## config.mk

```make
export PLATFORM = sky130hd
export DESIGN_NAME = page_bump_allocator_flat
export DESIGN_NICKNAME = d
export VERILOG_FILES = /design/src/design/pba_pkg.sv /design/src/design/pba_req_if.sv /design/src/design/pba_rsp_if.sv /design/src/design/pba_ram.sv /design/src/design/pba_dp.sv /design/src/design/pba_ctrl.sv /design/src/design/page_bump_allocator.sv /design/src/flat_wrapper.sv
export SDC_FILE = /design/constraint.sdc
export NUM_CORES = 1
export LEC_CHECK = 0
export ABC_AREA = 1
export BUFFER_PORTS_ARGS = -buffer_cell sky130_fd_sc_hd__buf_2
export CAP_MARGIN = 0
export CORE_ASPECT_RATIO = 1.2
export CORE_MARGIN = 2
export CORE_UTILIZATION = 59
export DETAILED_ROUTE_END_ITERATION = 7
export GPL_ROUTABILITY_DRIVEN = 0
export PLACE_DENSITY_LB_ADDON = 0.12
export RECOVER_POWER = 50
export SETUP_SLACK_MARGIN = 0.2
export SLEW_MARGIN = 20
export SYNTH_ARGS = -nofsm -noshare
export SYNTH_HDL_FRONTEND = slang
export SYNTH_HIERARCHICAL = 1
export SYNTH_SLANG_ARGS = --single-unit
export TNS_END_PERCENT = 100
```

## constraint.sdc

```tcl
create_clock -name clk -period 5.7 [get_ports clk]
set_input_delay 1.14 -clock clk [delete_from_list [all_inputs] [get_ports clk]]
set_output_delay 1.14 -clock clk [all_outputs]
set_load 0.03 [all_outputs]
```

## src/design/pba_pkg.sv

```systemverilog
package pba_pkg;

  localparam int PAGE_BYTES  = 4096;
  localparam int PAGE_LOG2   = $clog2(PAGE_BYTES);
  localparam int ALIGN_BYTES = 16;
  localparam int FRAMES_DEF  = 16;

  localparam int REQ_W    = 16;
  localparam int ADDR_W   = 16;
  localparam int RES_W    = 17;
  localparam int STATUS_W = 3;
  localparam int OFF_W    = $clog2(PAGE_BYTES + 1);
  localparam int LIVE_W   = 16;
  localparam int AFRM_W   = ADDR_W - PAGE_LOG2;

  localparam logic [LIVE_W-1:0] LIVE_MAX = '1;

  localparam logic KIND_ALLOC = 1'b0;
  localparam logic KIND_FREE  = 1'b1;

  typedef enum logic [STATUS_W-1:0] {
    ST_OK          = 3'd0,
    ST_TOO_LARGE   = 3'd1,
    ST_EXHAUSTED   = 3'd2,
    ST_NOT_FOUND   = 3'd3,
    ST_DOUBLE_FREE = 3'd4
  } status_t;

  typedef enum logic [4:0] {
    OP_NONE,
    OP_TOO_LARGE,
    OP_TAIL_LIST,
    OP_TAIL_META,
    OP_SCAN_START,
    OP_SCAN_NEXT,
    OP_GRANT,
    OP_NEW,
    OP_EXHAUST,
    OP_NOT_FOUND,
    OP_FREE_RD,
    OP_DOUBLE,
    OP_FREE_DEC,
    OP_RELEASE,
    OP_FIND_NEXT,
    OP_FIND_HIT,
    OP_SHIFT,
    OP_SHIFT_END
  } dp_op_t;

  typedef struct packed {
    dp_op_t op;
    logic   take_in;
    logic   load_out;
  } dp_cmd_t;

  typedef struct packed {
    logic is_free;
    logic too_large;
    logic no_pages;
    logic addr_bad;
    logic tail_fit;
    logic scan_fit;
    logic more;
    logic free_avail;
    logic live_zero;
    logic rel_page;
    logic found;
  } dp_stat_t;

endpackage

```

## src/design/pba_req_if.sv

```systemverilog
interface pba_req_if import pba_pkg::*; ();
  logic              valid;
  logic              ready;
  logic              kind;
  logic [REQ_W-1:0]  req_size;
  logic [ADDR_W-1:0] address;

  modport source (output valid, output kind, output req_size, output address, input ready);
  modport sink (input valid, input kind, input req_size, input address, output ready);
endinterface

```

## src/design/pba_rsp_if.sv

```systemverilog
interface pba_rsp_if import pba_pkg::*; ();
  logic                valid;
  logic                ready;
  logic [STATUS_W-1:0] status;
  logic [RES_W-1:0]    alloc_address;
  logic [RES_W-1:0]    aligned_size;

  modport source (output valid, output status, output alloc_address, output aligned_size,
                  input ready);
  modport sink (input valid, input status, input alloc_address, input aligned_size,
                output ready);
endinterface

```

## src/design/pba_ram.sv

```systemverilog
module pba_ram #(
  parameter int WIDTH = 8,
  parameter int DEPTH = 16,
  localparam int AW = $clog2(DEPTH)
) (
  input  logic             clk,
  input  logic             we,
  input  logic [AW-1:0]    waddr,
  input  logic [WIDTH-1:0] wdata,
  input  logic             re,
  input  logic [AW-1:0]    raddr,
  output logic [WIDTH-1:0] rdata
);

  logic [WIDTH-1:0] mem [DEPTH];

  always_ff @(posedge clk) begin
    if (we) begin
      mem[waddr] <= wdata;
    end
    if (re) begin
      rdata <= mem[raddr];
    end
  end

endmodule

```

## src/design/pba_dp.sv

```systemverilog
module pba_dp import pba_pkg::*; #(
  parameter int FRAMES = FRAMES_DEF
) (
  input  logic                clk,
  input  logic                rst,
  input  logic                kind,
  input  logic [REQ_W-1:0]    req_size,
  input  logic [ADDR_W-1:0]   address,
  input  dp_cmd_t             cmd,
  output dp_stat_t            stat,
  output logic [STATUS_W-1:0] status,
  output logic [RES_W-1:0]    alloc_address,
  output logic [RES_W-1:0]    aligned_size
);

  localparam int FW     = $clog2(FRAMES);
  localparam int CW     = $clog2(FRAMES + 1);
  localparam int IW     = CW + 1;
  localparam int META_W = OFF_W + LIVE_W;
  localparam int SW     = RES_W + 1;
  localparam logic [RES_W-1:0] ALIGN_MASK = RES_W'(ALIGN_BYTES - 1);

  logic              kind_r;
  logic [RES_W-1:0]  size_r;
  logic [AFRM_W-1:0] afrm_r;
  logic [FRAMES-1:0] listed;
  logic [CW-1:0]     count;
  logic [FW-1:0]     idx;
  logic [FW-1:0]     cur_frame;
  status_t           res_status;
  logic [RES_W-1:0]  res_addr;
  logic [RES_W-1:0]  res_size;

  logic [RES_W-1:0]  size_in;
  logic [FW-1:0]     frm;
  logic              in_pool;
  logic [IW-1:0]     idx1;
  logic [IW-1:0]     idx2;
  logic              more;
  logic              more2;
  logic [OFF_W-1:0]  meta_off;
  logic [LIVE_W-1:0] meta_live;
  logic [SW-1:0]     fit_sum;
  logic [LIVE_W-1:0] live_inc;
  logic [FW-1:0]     ff;
  logic              free_avail;

  logic              list_we;
  logic [FW-1:0]     list_waddr;
  logic [FW-1:0]     list_wdata;
  logic              list_re;
  logic [FW-1:0]     list_raddr;
  logic [FW-1:0]     list_rdata;
  logic              meta_we;
  logic [FW-1:0]     meta_waddr;
  logic [META_W-1:0] meta_wdata;
  logic              meta_re;
  logic [FW-1:0]     meta_raddr;
  logic [META_W-1:0] meta_rdata;

  assign size_in   = (RES_W'(req_size) + ALIGN_MASK) & ~ALIGN_MASK;
  assign frm       = FW'(afrm_r);
  assign in_pool   = 32'(afrm_r) < 32'(FRAMES);
  assign idx1      = IW'(idx) + IW'(1);
  assign idx2      = IW'(idx) + IW'(2);
  assign more      = idx1 < IW'(count);
  assign more2     = idx2 < IW'(count);
  assign meta_off  = meta_rdata[META_W-1:LIVE_W];
  assign meta_live = meta_rdata[LIVE_W-1:0];
  assign fit_sum   = SW'(meta_off) + SW'(size_r);
  assign live_inc  = (meta_live == LIVE_MAX) ? meta_live : meta_live + LIVE_W'(1);

  always_comb begin
    free_avail = 1'b0;
    ff         = '0;
    for (int i = FRAMES - 1; i >= 0; i--) begin
      if (!listed[i]) begin
        free_avail = 1'b1;
        ff         = FW'(i);
      end
    end
  end

  assign stat.is_free    = (kind_r == KIND_FREE);
  assign stat.too_large  = size_r > RES_W'(PAGE_BYTES);
  assign stat.no_pages   = (count == '0);
  assign stat.addr_bad   = !in_pool || !listed[frm];
  assign stat.tail_fit   = fit_sum < SW'(PAGE_BYTES);
  assign stat.scan_fit   = fit_sum <= SW'(PAGE_BYTES);
  assign stat.more       = more;
  assign stat.free_avail = free_avail;
  assign stat.live_zero  = (meta_live == '0);
  assign stat.rel_page   = (meta_live == LIVE_W'(1)) && (count >= CW'(2));
  assign stat.found      = (list_rdata == frm);

  always_comb begin
    list_we    = 1'b0;
    list_waddr = idx;
    list_wdata = list_rdata;
    list_re    = 1'b0;
    list_raddr = '0;
    meta_we    = 1'b0;
    meta_waddr = frm;
    meta_wdata = '0;
    meta_re    = 1'b0;
    meta_raddr = list_rdata;
    unique case (cmd.op)
      OP_TAIL_LIST: begin
        list_re    = 1'b1;
        list_raddr = FW'(count - CW'(1));
      end
      OP_TAIL_META: begin
        meta_re = 1'b1;
        list_re = 1'b1;
      end
      OP_SCAN_START: begin
        meta_re    = 1'b1;
        list_re    = more;
        list_raddr = FW'(idx1);
      end
      OP_SCAN_NEXT: begin
        meta_re    = 1'b1;
        list_re    = more2;
        list_raddr = FW'(idx2);
      end
      OP_GRANT: begin
        meta_we    = 1'b1;
        meta_waddr = cur_frame;
        meta_wdata = {OFF_W'(fit_sum), live_inc};
      end
      OP_NEW: begin
        list_we    = 1'b1;
        list_waddr = FW'(count);
        list_wdata = ff;
        meta_we    = 1'b1;
        meta_waddr = ff;
        meta_wdata = {OFF_W'(size_r), LIVE_W'(1)};
      end
      OP_FREE_RD: begin
        meta_re    = 1'b1;
        meta_raddr = frm;
      end
      OP_FREE_DEC: begin
        meta_we    = 1'b1;
        meta_wdata = {meta_off, meta_live - LIVE_W'(1)};
      end
      OP_RELEASE: begin
        meta_we = 1'b1;
        list_re = 1'b1;
      end
      OP_FIND_NEXT, OP_FIND_HIT: begin
        list_re    = more;
        list_raddr = FW'(idx1);
      end
      OP_SHIFT: begin
        list_we    = 1'b1;
        list_re    = more2;
        list_raddr = FW'(idx2);
      end
      default: begin
      end
    endcase
  end

  always_ff @(posedge clk) begin
    if (rst) begin
      listed <= '0;
      count  <= '0;
    end else begin
      unique case (cmd.op)
        OP_NEW: begin
          listed[ff] <= 1'b1;
          count      <= count + CW'(1);
        end
        OP_SHIFT_END: begin
          listed[frm] <= 1'b0;
          count       <= count - CW'(1);
        end
        default: begin
        end
      endcase
    end
  end

  always_ff @(posedge clk) begin
    if (cmd.take_in) begin
      kind_r <= kind;
      size_r <= size_in;
      afrm_r <= address[ADDR_W-1:PAGE_LOG2];
      idx    <= '0;
    end
    unique case (cmd.op)
      OP_TOO_LARGE: begin
        res_status <= ST_TOO_LARGE;
        res_addr   <= '0;
        res_size   <= size_r;
      end
      OP_TAIL_META, OP_SCAN_START: cur_frame <= list_rdata;
      OP_SCAN_NEXT: begin
        cur_frame <= list_rdata;
        idx       <= FW'(idx1);
      end
      OP_GRANT: begin
        res_status <= ST_OK;
        res_addr   <= RES_W'((32'(cur_frame) << PAGE_LOG2) + 32'(meta_off));
        res_size   <= size_r;
      end
      OP_NEW: begin
        res_status <= ST_OK;
        res_addr   <= RES_W'(32'(ff) << PAGE_LOG2);
        res_size   <= size_r;
      end
      OP_EXHAUST: begin
        res_status <= ST_EXHAUSTED;
        res_addr   <= '0;
        res_size   <= size_r;
      end
      OP_NOT_FOUND: begin
        res_status <= ST_NOT_FOUND;
        res_addr   <= '0;
        res_size   <= '0;
      end
      OP_DOUBLE: begin
        res_status <= ST_DOUBLE_FREE;
        res_addr   <= '0;
        res_size   <= '0;
      end
      OP_FREE_DEC, OP_RELEASE: begin
        res_status <= ST_OK;
        res_addr   <= '0;
        res_size   <= '0;
      end
      OP_FIND_NEXT, OP_SHIFT: idx <= FW'(idx1);
      default: begin
      end
    endcase
    if (cmd.load_out) begin
      status        <= res_status;
      alloc_address <= res_addr;
      aligned_size  <= res_size;
    end
  end

  pba_ram #(.WIDTH(FW), .DEPTH(FRAMES)) u_list_ram (
    .clk   (clk),
    .we    (list_we),
    .waddr (list_waddr),
    .wdata (list_wdata),
    .re    (list_re),
    .raddr (list_raddr),
    .rdata (list_rdata)
  );

  pba_ram #(.WIDTH(META_W), .DEPTH(FRAMES)) u_meta_ram (
    .clk   (clk),
    .we    (meta_we),
    .waddr (meta_waddr),
    .wdata (meta_wdata),
    .re    (meta_re),
    .raddr (meta_raddr),
    .rdata (meta_rdata)
  );

  a_count_range: assert property (@(posedge clk) disable iff (rst)
    count <= CW'(FRAMES))
    else $error("listed count above frame pool size");

  a_count_matches: assert property (@(posedge clk) disable iff (rst)
    $countones(listed) == 32'(count))
    else $error("listed count out of step with listed frames");

endmodule

```

## src/design/pba_ctrl.sv

```systemverilog
module pba_ctrl import pba_pkg::*; (
  input  logic     clk,
  input  logic     rst,
  input  logic     in_valid,
  output logic     in_ready,
  output logic     out_valid,
  input  logic     out_ready,
  input  dp_stat_t stat,
  output dp_cmd_t  cmd
);

  typedef enum logic [9:0] {
    S_IDLE      = 10'b00_0000_0001,
    S_DECODE    = 10'b00_0000_0010,
    S_TAIL_META = 10'b00_0000_0100,
    S_TAIL_CHK  = 10'b00_0000_1000,
    S_SCAN      = 10'b00_0001_0000,
    S_NEW       = 10'b00_0010_0000,
    S_FREE_META = 10'b00_0100_0000,
    S_FIND      = 10'b00_1000_0000,
    S_SHIFT     = 10'b01_0000_0000,
    S_OUT       = 10'b10_0000_0000
  } state_t;

  state_t state;
  state_t state_next;

  assign in_ready = (state == S_IDLE);

  always_comb begin
    state_next   = state;
    cmd.op       = OP_NONE;
    cmd.take_in  = 1'b0;
    cmd.load_out = 1'b0;
    unique case (state)
      S_IDLE: begin
        if (in_valid) begin
          cmd.take_in = 1'b1;
          state_next  = S_DECODE;
        end
      end
      S_DECODE: begin
        priority if (stat.is_free) begin
          if (stat.addr_bad) begin
            cmd.op     = OP_NOT_FOUND;
            state_next = S_OUT;
          end else begin
            cmd.op     = OP_FREE_RD;
            state_next = S_FREE_META;
          end
        end else if (stat.too_large) begin
          cmd.op     = OP_TOO_LARGE;
          state_next = S_OUT;
        end else if (stat.no_pages) begin
          state_next = S_NEW;
        end else begin
          cmd.op     = OP_TAIL_LIST;
          state_next = S_TAIL_META;
        end
      end
      S_TAIL_META: begin
        cmd.op     = OP_TAIL_META;
        state_next = S_TAIL_CHK;
      end
      S_TAIL_CHK: begin
        if (stat.tail_fit) begin
          cmd.op     = OP_GRANT;
          state_next = S_OUT;
        end else begin
          cmd.op     = OP_SCAN_START;
          state_next = S_SCAN;
        end
      end
      S_SCAN: begin
        priority if (stat.scan_fit) begin
          cmd.op     = OP_GRANT;
          state_next = S_OUT;
        end else if (stat.more) begin
          cmd.op = OP_SCAN_NEXT;
        end else begin
          state_next = S_NEW;
        end
      end
      S_NEW: begin
        cmd.op     = stat.free_avail ? OP_NEW : OP_EXHAUST;
        state_next = S_OUT;
      end
      S_FREE_META: begin
        priority if (stat.live_zero) begin
          cmd.op     = OP_DOUBLE;
          state_next = S_OUT;
        end else if (stat.rel_page) begin
          cmd.op     = OP_RELEASE;
          state_next = S_FIND;
        end else begin
          cmd.op     = OP_FREE_DEC;
          state_next = S_OUT;
        end
      end
      S_FIND: begin
        priority if (stat.found) begin
          cmd.op     = OP_FIND_HIT;
          state_next = S_SHIFT;
        end else if (stat.more) begin
          cmd.op = OP_FIND_NEXT;
        end else begin
          state_next = S_OUT;
        end
      end
      S_SHIFT: begin
        if (stat.more) begin
          cmd.op = OP_SHIFT;
        end else begin
          cmd.op     = OP_SHIFT_END;
          state_next = S_OUT;
        end
      end
      S_OUT: begin
        if (!out_valid || out_ready) begin
          cmd.load_out = 1'b1;
          state_next   = S_IDLE;
        end
      end
      default: state_next = S_IDLE;
    endcase
  end

  always_ff @(posedge clk) begin
    if (rst) begin
      state     <= S_IDLE;
      out_valid <= 1'b0;
    end else begin
      state     <= state_next;
      out_valid <= cmd.load_out | (out_valid & ~out_ready);
    end
  end

  a_take_decodes: assert property (@(posedge clk) disable iff (rst)
    (in_valid && in_ready) |=> (state == S_DECODE))
    else $error("accepted transaction not decoded");

  a_load_free_slot: assert property (@(posedge clk) disable iff (rst)
    cmd.load_out |-> (!out_valid || out_ready))
    else $error("result register overwritten while occupied");

  a_rise_from_out: assert property (@(posedge clk) disable iff (rst)
    $rose(out_valid) |-> $past(state == S_OUT))
    else $error("result presented outside the output state");

endmodule

```

## src/design/page_bump_allocator.sv

```systemverilog
// Channel  Role   Payload                              Notes
// req      sink   kind, req_size, address              allocate (kind 0) or free (kind 1)
// rsp      source status, alloc_address, aligned_size  one transaction per request
//
// One request at a time; req.ready is high only when idle.
// Allocate: too large ends at once; an empty list takes a new frame; else the tail page is
// tried, then the list is scanned from its head, then a new frame is taken or none is left.
// Free: not found, double free or decrement; a last block releases its page if more are listed.
// A held result lets the next request run up to its output state, which then waits on rsp.
// rst is synchronous; it empties the page list, no clearing pass.
module page_bump_allocator import pba_pkg::*; #(
  parameter int FRAMES = FRAMES_DEF
) (
  input logic       clk,
  input logic       rst,
  pba_req_if.sink   req,
  pba_rsp_if.source rsp
);

  dp_cmd_t  cmd;
  dp_stat_t stat;

  pba_ctrl u_ctrl (
    .clk       (clk),
    .rst       (rst),
    .in_valid  (req.valid),
    .in_ready  (req.ready),
    .out_valid (rsp.valid),
    .out_ready (rsp.ready),
    .stat      (stat),
    .cmd       (cmd)
  );

  pba_dp #(.FRAMES(FRAMES)) u_dp (
    .clk           (clk),
    .rst           (rst),
    .kind          (req.kind),
    .req_size      (req.req_size),
    .address       (req.address),
    .cmd           (cmd),
    .stat          (stat),
    .status        (rsp.status),
    .alloc_address (rsp.alloc_address),
    .aligned_size  (rsp.aligned_size)
  );

endmodule
```

## src/flat_wrapper.sv

```systemverilog
// flat-port wrapper written by rule: the top's interface ports become plain ports
module page_bump_allocator_flat import pba_pkg::*;
#(
  parameter int FRAMES = FRAMES_DEF
)
  (clk, rst, req_valid, req_kind, req_req_size, req_address, req_ready, rsp_valid, rsp_status, rsp_alloc_address, rsp_aligned_size, rsp_ready);
  pba_req_if req_i ();
  pba_rsp_if rsp_i ();
  input logic clk;
  input logic rst;
  input wire logic [$bits(req_i.valid)-1:0] req_valid;
  input wire logic [$bits(req_i.kind)-1:0] req_kind;
  input wire logic [$bits(req_i.req_size)-1:0] req_req_size;
  input wire logic [$bits(req_i.address)-1:0] req_address;
  output wire logic [$bits(req_i.ready)-1:0] req_ready;
  output wire logic [$bits(rsp_i.valid)-1:0] rsp_valid;
  output wire logic [$bits(rsp_i.status)-1:0] rsp_status;
  output wire logic [$bits(rsp_i.alloc_address)-1:0] rsp_alloc_address;
  output wire logic [$bits(rsp_i.aligned_size)-1:0] rsp_aligned_size;
  input wire logic [$bits(rsp_i.ready)-1:0] rsp_ready;
  assign req_i.valid = req_valid;
  assign req_i.kind = req_kind;
  assign req_i.req_size = req_req_size;
  assign req_i.address = req_address;
  assign req_ready = req_i.ready;
  assign rsp_valid = rsp_i.valid;
  assign rsp_status = rsp_i.status;
  assign rsp_alloc_address = rsp_i.alloc_address;
  assign rsp_aligned_size = rsp_i.aligned_size;
  assign rsp_i.ready = rsp_ready;
  page_bump_allocator #(.FRAMES(FRAMES)) u_core (.clk(clk), .rst(rst), .req(req_i), .rsp(rsp_i));
endmodule
```

== Yosys cells after proc, flatten, opt, wreduce, memory -nomap -nowiden ==
Memories as Yosys holds them, arrays and structs flattened. A register that Yosys moved wholly into a read port is not among the register bits.
Index checks and enable logic that the tools add are counted.

* Equal/unequal tests: 33
* Multiplexer cells: 92
* Reduce and logical (&&, ||, !) cells: 24
* Bitwise operators: 6
* Order comparisons: 10
* $add $sub $neg: 9

{| class="wikitable"
|+ Operator list
! operator !! count
|-
| 10-bit 2-to-1 mux || 12
|-
| 10-bit case mux with 10 select lines || 1
|-
| 4-bit 2-to-1 mux || 24
|-
| 29-bit case mux with 3 select lines || 1
|-
| 17-bit case mux with 3 select lines || 1
|-
| 5-bit by 4-bit equality test with 1-bit output, second input constant || 8
|-
| 5-bit case mux with 8 select lines || 1
|-
| 17-bit case mux with 2 select lines || 1
|-
| 1-bit 2-to-1 mux || 32
|-
| 16-bit case mux with 2 select lines || 1
|-
| 5-bit by 3-bit equality test with 1-bit output, second input constant || 4
|-
| 13-bit by 17-bit adder with 18-bit output || 1
|-
| 18-bit by 13-bit <= comparator with 1-bit output, second input constant || 1
|-
| 18-bit by 13-bit < comparator with 1-bit output, second input constant || 1
|-
| 16-bit by 13-bit adder with 17-bit output || 1
|-
| 16-bit by 4-bit adder with 17-bit output, second input constant || 1
|-
| 17-bit by 13-bit greater-than comparator with 1-bit output, second input constant || 1
|-
| 16-bit by 1-bit adder with 16-bit output, second input constant || 1
|-
| 16-bit bitwise AND || 1
|-
| 16-bit by 1-bit equality test with 1-bit output, second input constant || 1
|-
| 16-bit equality test, second input constant || 1
|-
| 16-bit zero test || 1
|-
| 16-bit 2-to-1 mux || 1
|-
| 16-bit inverter || 1
|-
| 52 further kinds || 75
|}

* Bits of input ports: 37
* Bits in writable memories: 528
* Register bits: 132
* Memories: 2
* Logic and storage cells: 191
* Output and inout port bits: 39

{| class="wikitable"
|+ Memory list
! memory !! words !! bits a word !! rd ports !! clocked after Yosys merged registers in !! wr ports !! RTL line !! RTL
|-
| u_core.u_dp.u_meta_ram.mem || 16 || 29 || 1 || 1 || 1 || pba_ram.sv:15 || <nowiki>logic [WIDTH-1:0] mem [DEPTH];</nowiki>
|-
| u_core.u_dp.u_list_ram.mem || 16 || 4 || 1 || 1 || 1 || pba_ram.sv:15 ||
|}

== Depth between registers and ports, before layout ==
* Word-level depth: 23
* Gate-level depth with buffers: 31
* Mapped depth without buffers: 28

== Hierarchy ==
The synthesis kept the hierarchy.

{| class="wikitable"
|+ By module, submodules not included
! module !! sequential area each (sq um) !! area an instance (sq um) !! cells each !! instances
|-
| pba_ram (u_core.u_dp.u_meta_ram) || 14,804.2 || 20,892.5 || 1,924 || 1
|-
| pba_dp || 3,183.1 || 7,051.8 || 854 || 1
|-
| pba_ram (u_core.u_dp.u_list_ram) || 2,042.0 || 3,006.6 || 290 || 1
|-
| pba_ctrl || 220.2 || 845.8 || 146 || 1
|}

== Worst setup path before layout ==
Ideal clock, no wire load.

* Kind: register to register
* Start point: register u_core.u_dp.size_r[4]
* End point: memory u_core/u_dp/u_meta_ram/mem[12][0] in the netlist's numbering, enable pin
* Required time: 5.285 ns
* Stages on the path, launching flop included: 26
* Path slack: 0.545 ns
* Library setup time: 0.415 ns
* Period minus slack after synthesis: 5.155 ns
* Path buffers: 2
* Arrival: 4.740 ns
* Cells stage by stage: edfxtp_1 -> ha_1 -> fa_1 -> nand3_1 -> nand3_1 -> nand3_1 -> nand2_1 -> nand3_1 -> nand3_1 -> o21ai_0 -> nand3_1 -> a21oi_1 -> inv_1 -> o21ai_1 -> nor2_1 -> nand2_1 -> buf_2 -> inv_1 -> nor2_4 -> inv_1 -> nor2_1 -> inv_1 -> buf_2 -> o221ai_1 -> nand3_1 -> nor2_1

{| class="wikitable"
|+ RTL lines
! element !! RTL line !! RTL
|-
| start, declared || pba_dp.sv:24 || <nowiki>logic [RES_W-1:0] size_r;</nowiki>
|-
| start signal, assigned || pba_dp.sv:188 || <nowiki>size_r <= size_in;</nowiki>
|-
| end, declared || pba_ram.sv:15 ||
|}

==> impl_metrics.ini <==
[critical_path]
timing.rr.start = u_core/u_dp/size_r[4]$_DFFE_PP_
crit_path_max_fanout = 14
cp.arrival_ns = 5.52
critPathLaunchType = flop
critPathKind = reg2reg
max_stage_delay_ns = 0.42
crit_path_top_delay_cell = edfxtp_1
critical_path_required_ns = 5.98
end_kind = flop
cpMostUsedCell = nand3_1
worstSetupStartpoint = u_core/u_dp/size_r[4]$_DFFE_PP_

[yosys]
seq_area_frac_synth_pct = 63.68
avgSynthCellArea_sq_um = 9.893
ys_types = 58
synthArstFlopShare_pct = 0
synth_seq_cells = 685
yosysTopAreaCellShare_pct = 61.67
synthTopCellsByArea = edfxtp_1 62%, nand2_1 10%, nand3_1 7.3%
synth_warnings = 6
synth-adder-area-share_pct = 1.204
synth_top_family_by_area = simple AND/OR/NAND/NOR gates
yosys.area_share.xor_xnor_pct = 0.6060
synth_compound_area_share_pct = 3.396
synthSimpleGateAreaFrac_pct = 21.60
synth.area.mux_share_pct = 0
synthFlopType = edfxtp_1
synthCells = 3214
syn_area_sq_mm = 0.03180
synth_edf_count = 653
synth_largest_area_cell = edfxtp_1

[route]
drt_iter0_markers = 2500
firstDrtPassIters = 8
via_count = 22790
vias_per_cell = 5.572
wl_per_cell_um = 19.12
routed_wl_um = 78220
drc = 0
ant_nets = 0

[job]
maxCapViolations = 1

[die]
initial_utilization_pct = 59.40
die_x_um = 215.9
die_h_um = 258.3
rows = 93
io_pins = 76
die_area_sq_mm = 0.05577
coreArea_sq_mm = 0.05353

[power]
total_power_uw = 10300
vdd_drop_max_v = 0.0002407
leakage_uw = 0.01474
power.density_mw_per_mm2 = 289.3

[cells_and_area]
final_cell_count_no_fill = 4090
stdcell_area_sq_mm = 0.03561
final_nets = 3394
area_delta_synth_final_pct = 12.01
diodes = 0
layout-drive-gt1-share_pct = 8.200
num-fill-cells = 4041

[grt]
antenna_found_initial = 0
grt_use_total_pct = 28.20
grt_pass1_vias = 22100
grt_first_pass_wirelength_um = 121300
grt_start_max_net_pins = 117
overflow = 0

[min_path]
hold_path_class = reg2reg
min_from = u_core/u_dp/res_addr[9]$_DFFE_PP_

[cts]
htree_levels = 3
cts_sinks = 685
insertion_delay_ns = 0.62
numCtsBuffers = 69
clockBufferDepth = 3
cts_root_buffer = clkbuf_16
clkTransAtPathRegs_ns = 0.06
cts_tree = done
cts_hold_buffers = 0

[sta]
fin_setup_tns_ns = 0
skew_ns = 0.01676
max_freq_mhz = 190.8
worst_slew_pin_slew_ns = 2.905
slew_violations = 34
slew_headroom_pct = -94.37
fin_ws_ns = 0.4597
setup_viol = 0
period_share_pct = 91.94
finalHoldViolCount = 0
period_needed_ns = 5.240
rsz0062_at_grt = no

[run_status]
violations = capacitance limit, slew limit
outcome = complete, but fails checks

[placement]
portBuffers = 59
post-dp-hpwl_um = 48190
placed_cell_area_sq_mm = 0.03353
dp_cells = 3962
dp_slack_ns = 0.5199
-- where the power goes --
| group | internal (uW) | switching, uW |
|---|---|---|
| Sequential | 5470 | 19.5 |
| Combinational | 87.0 | 208 |
| Clock | 2670 | 1850 |
| Total | 8230 | 2080 |
-- layout make-up --
cell class                 instances  area (sq um)  area share, %
clock inverter                    31         345.3         0.9696
clock buffer                      91          1903          5.344
multi-input combinational       1829          8666          24.33
tap                              712         890.9          2.501
sequential                       685         20250          56.86
timing repair buffer             172          1406          3.949
inverter                         570          2153          6.046
-- through the flow --
stage	hold WS, ns	utilization (%)
floorplan	0.4003	-
global placement	0.4033	62.63
detailed placement	0.4065	62.63
CTS	0.4204	66.84
global route	0.4263	66.54
finish	0.4153	66.54
-- logic make-up (layout without fill, tap and decap cells) --
group           after synthesis  in the layout
compound gates              182            182
xor+xnor                     22             22
fa+ha+maj                    30             30
buf+inv                     704            864
flops                       685            685
other cells                   1              4
simple gates               1590           1591
-- synthesized netlist by cell type, types with 2 or more instances --
| master | instances |
|---|---|
| xor2_1 | 17 |
| a221oi_1 | 3 |
| nand3b_1 | 4 |
| nor2_4 | 9 |
| o21a_1 | 4 |
| a22oi_1 | 4 |
| inv_2 | 6 |
| or2_2 | 2 |
| nor3_2 | 3 |
| edfxtp_1 | 653 |
| o211ai_1 | 8 |
| buf_2 | 48 |
| buf_4 | 27 |
| o22ai_1 | 4 |
| nand4_1 | 19 |
| nor4_1 | 6 |
| a21oi_1 | 59 |
| ha_1 | 29 |
| nand2_2 | 11 |
| nand3_1 | 461 |
| dfxtp_1 | 32 |
| o31ai_1 | 3 |
| nand2_1 | 869 |
| nor2_1 | 164 |
| o21ai_1 | 6 |
| clkbuf_1 | 25 |
| inv_4 | 2 |
| nand3_2 | 2 |
| xnor2_1 | 5 |
| a31oi_1 | 3 |
| inv_1 | 561 |
| o221ai_1 | 14 |
| nor3_1 | 22 |
| buf_6 | 26 |
| buf_1 | 7 |
| a221o_1 | 2 |
| o21ai_0 | 62 |
| a32o_1 | 2 |
| nor2_2 | 11 |
-- per-layer routing --
layer | up-vias | share of wire, % | global-route usage [%]
met4 | 0 | 4.3 | 12.44
li1 | 10750 | - | -
met3 | 212 | 7.2 | 3.826
met2 | 926 | 50 | 48.42
met1 | 10900 | 39 | 36.07
met5 | - | 0 | 0
-- path summary, 6_finish.rpt --
| path | to | depth (start not counted) | slack (ns) |
|---|---|---|---|
| max reg2reg | u_core/u_dp/u_meta_ram/mem[9][15]$_DFFE_PP_ | 26 | 0.46 |
| min | u_core/u_dp/alloc_address[9]$_DFFE_PP_ | 0 | 0.42 |
| max | u_core/u_dp/u_meta_ram/mem[9][15]$_DFFE_PP_ | 26 | 0.46 |
| min reg2reg | u_core/u_dp/alloc_address[9]$_DFFE_PP_ | 0 | 0.42 |
-- critical path: cells and delay by family, from the launching register on --
kind | cells | cell delay, ns
flip-flops | 1 | 0.42
AND/OR/NAND/NOR | 14 | 1.82
AO/OA/AOI/OAI | 4 | 0.75
buffers and inverters | 6 | 1.23
adder cells (fa/ha/maj) | 2 | 0.66
-- flip-flops by register name, indices dropped and copies added (netlist names), 5 cells and up --
signal                        cells
u_core/u_dp/u_list_ram/mem       64
u_core/u_dp/alloc_address        17
u_core/u_dp/size_r               13
u_core/u_ctrl/state              10
u_core/u_dp/count                 5
u_core/u_dp/aligned_size         13
u_core/u_dp/listed               16
u_core/u_dp/res_addr             17
u_core/u_dp/u_meta_ram/rdata     29
u_core/u_dp/u_meta_ram/mem      464
u_core/u_dp/res_size             13
-- placed cells by master (no fill, tap or decap), drive strengths merged, types with 2 or more instances in the layout --
cell,count
nand2,881
edfxtp,653
inv,571
nand3,463
nor2,185
clkbuf,158
buf,105
o21ai,68
a21oi,60
dfxtp,32
ha,29
nor3,26
clkinv,22
nand4,19
xor2,17
o221ai,14
o211ai,8
bufinv,7
nor4,7
xnor2,5
o22ai,4
o21a,4
a22oi,4
conb,4
nand3b,4
a31oi,3
a221oi,3
o31ai,3
a32o,2
a221o,2
or2,2
-- what timing repair did --
item                       in CTS  in global routing
buffers inserted                0                  4
gates resized for setup         0                  5
setup endpoints to repair       0                299
No activity file was read; power rests on OpenSTA's default activity.
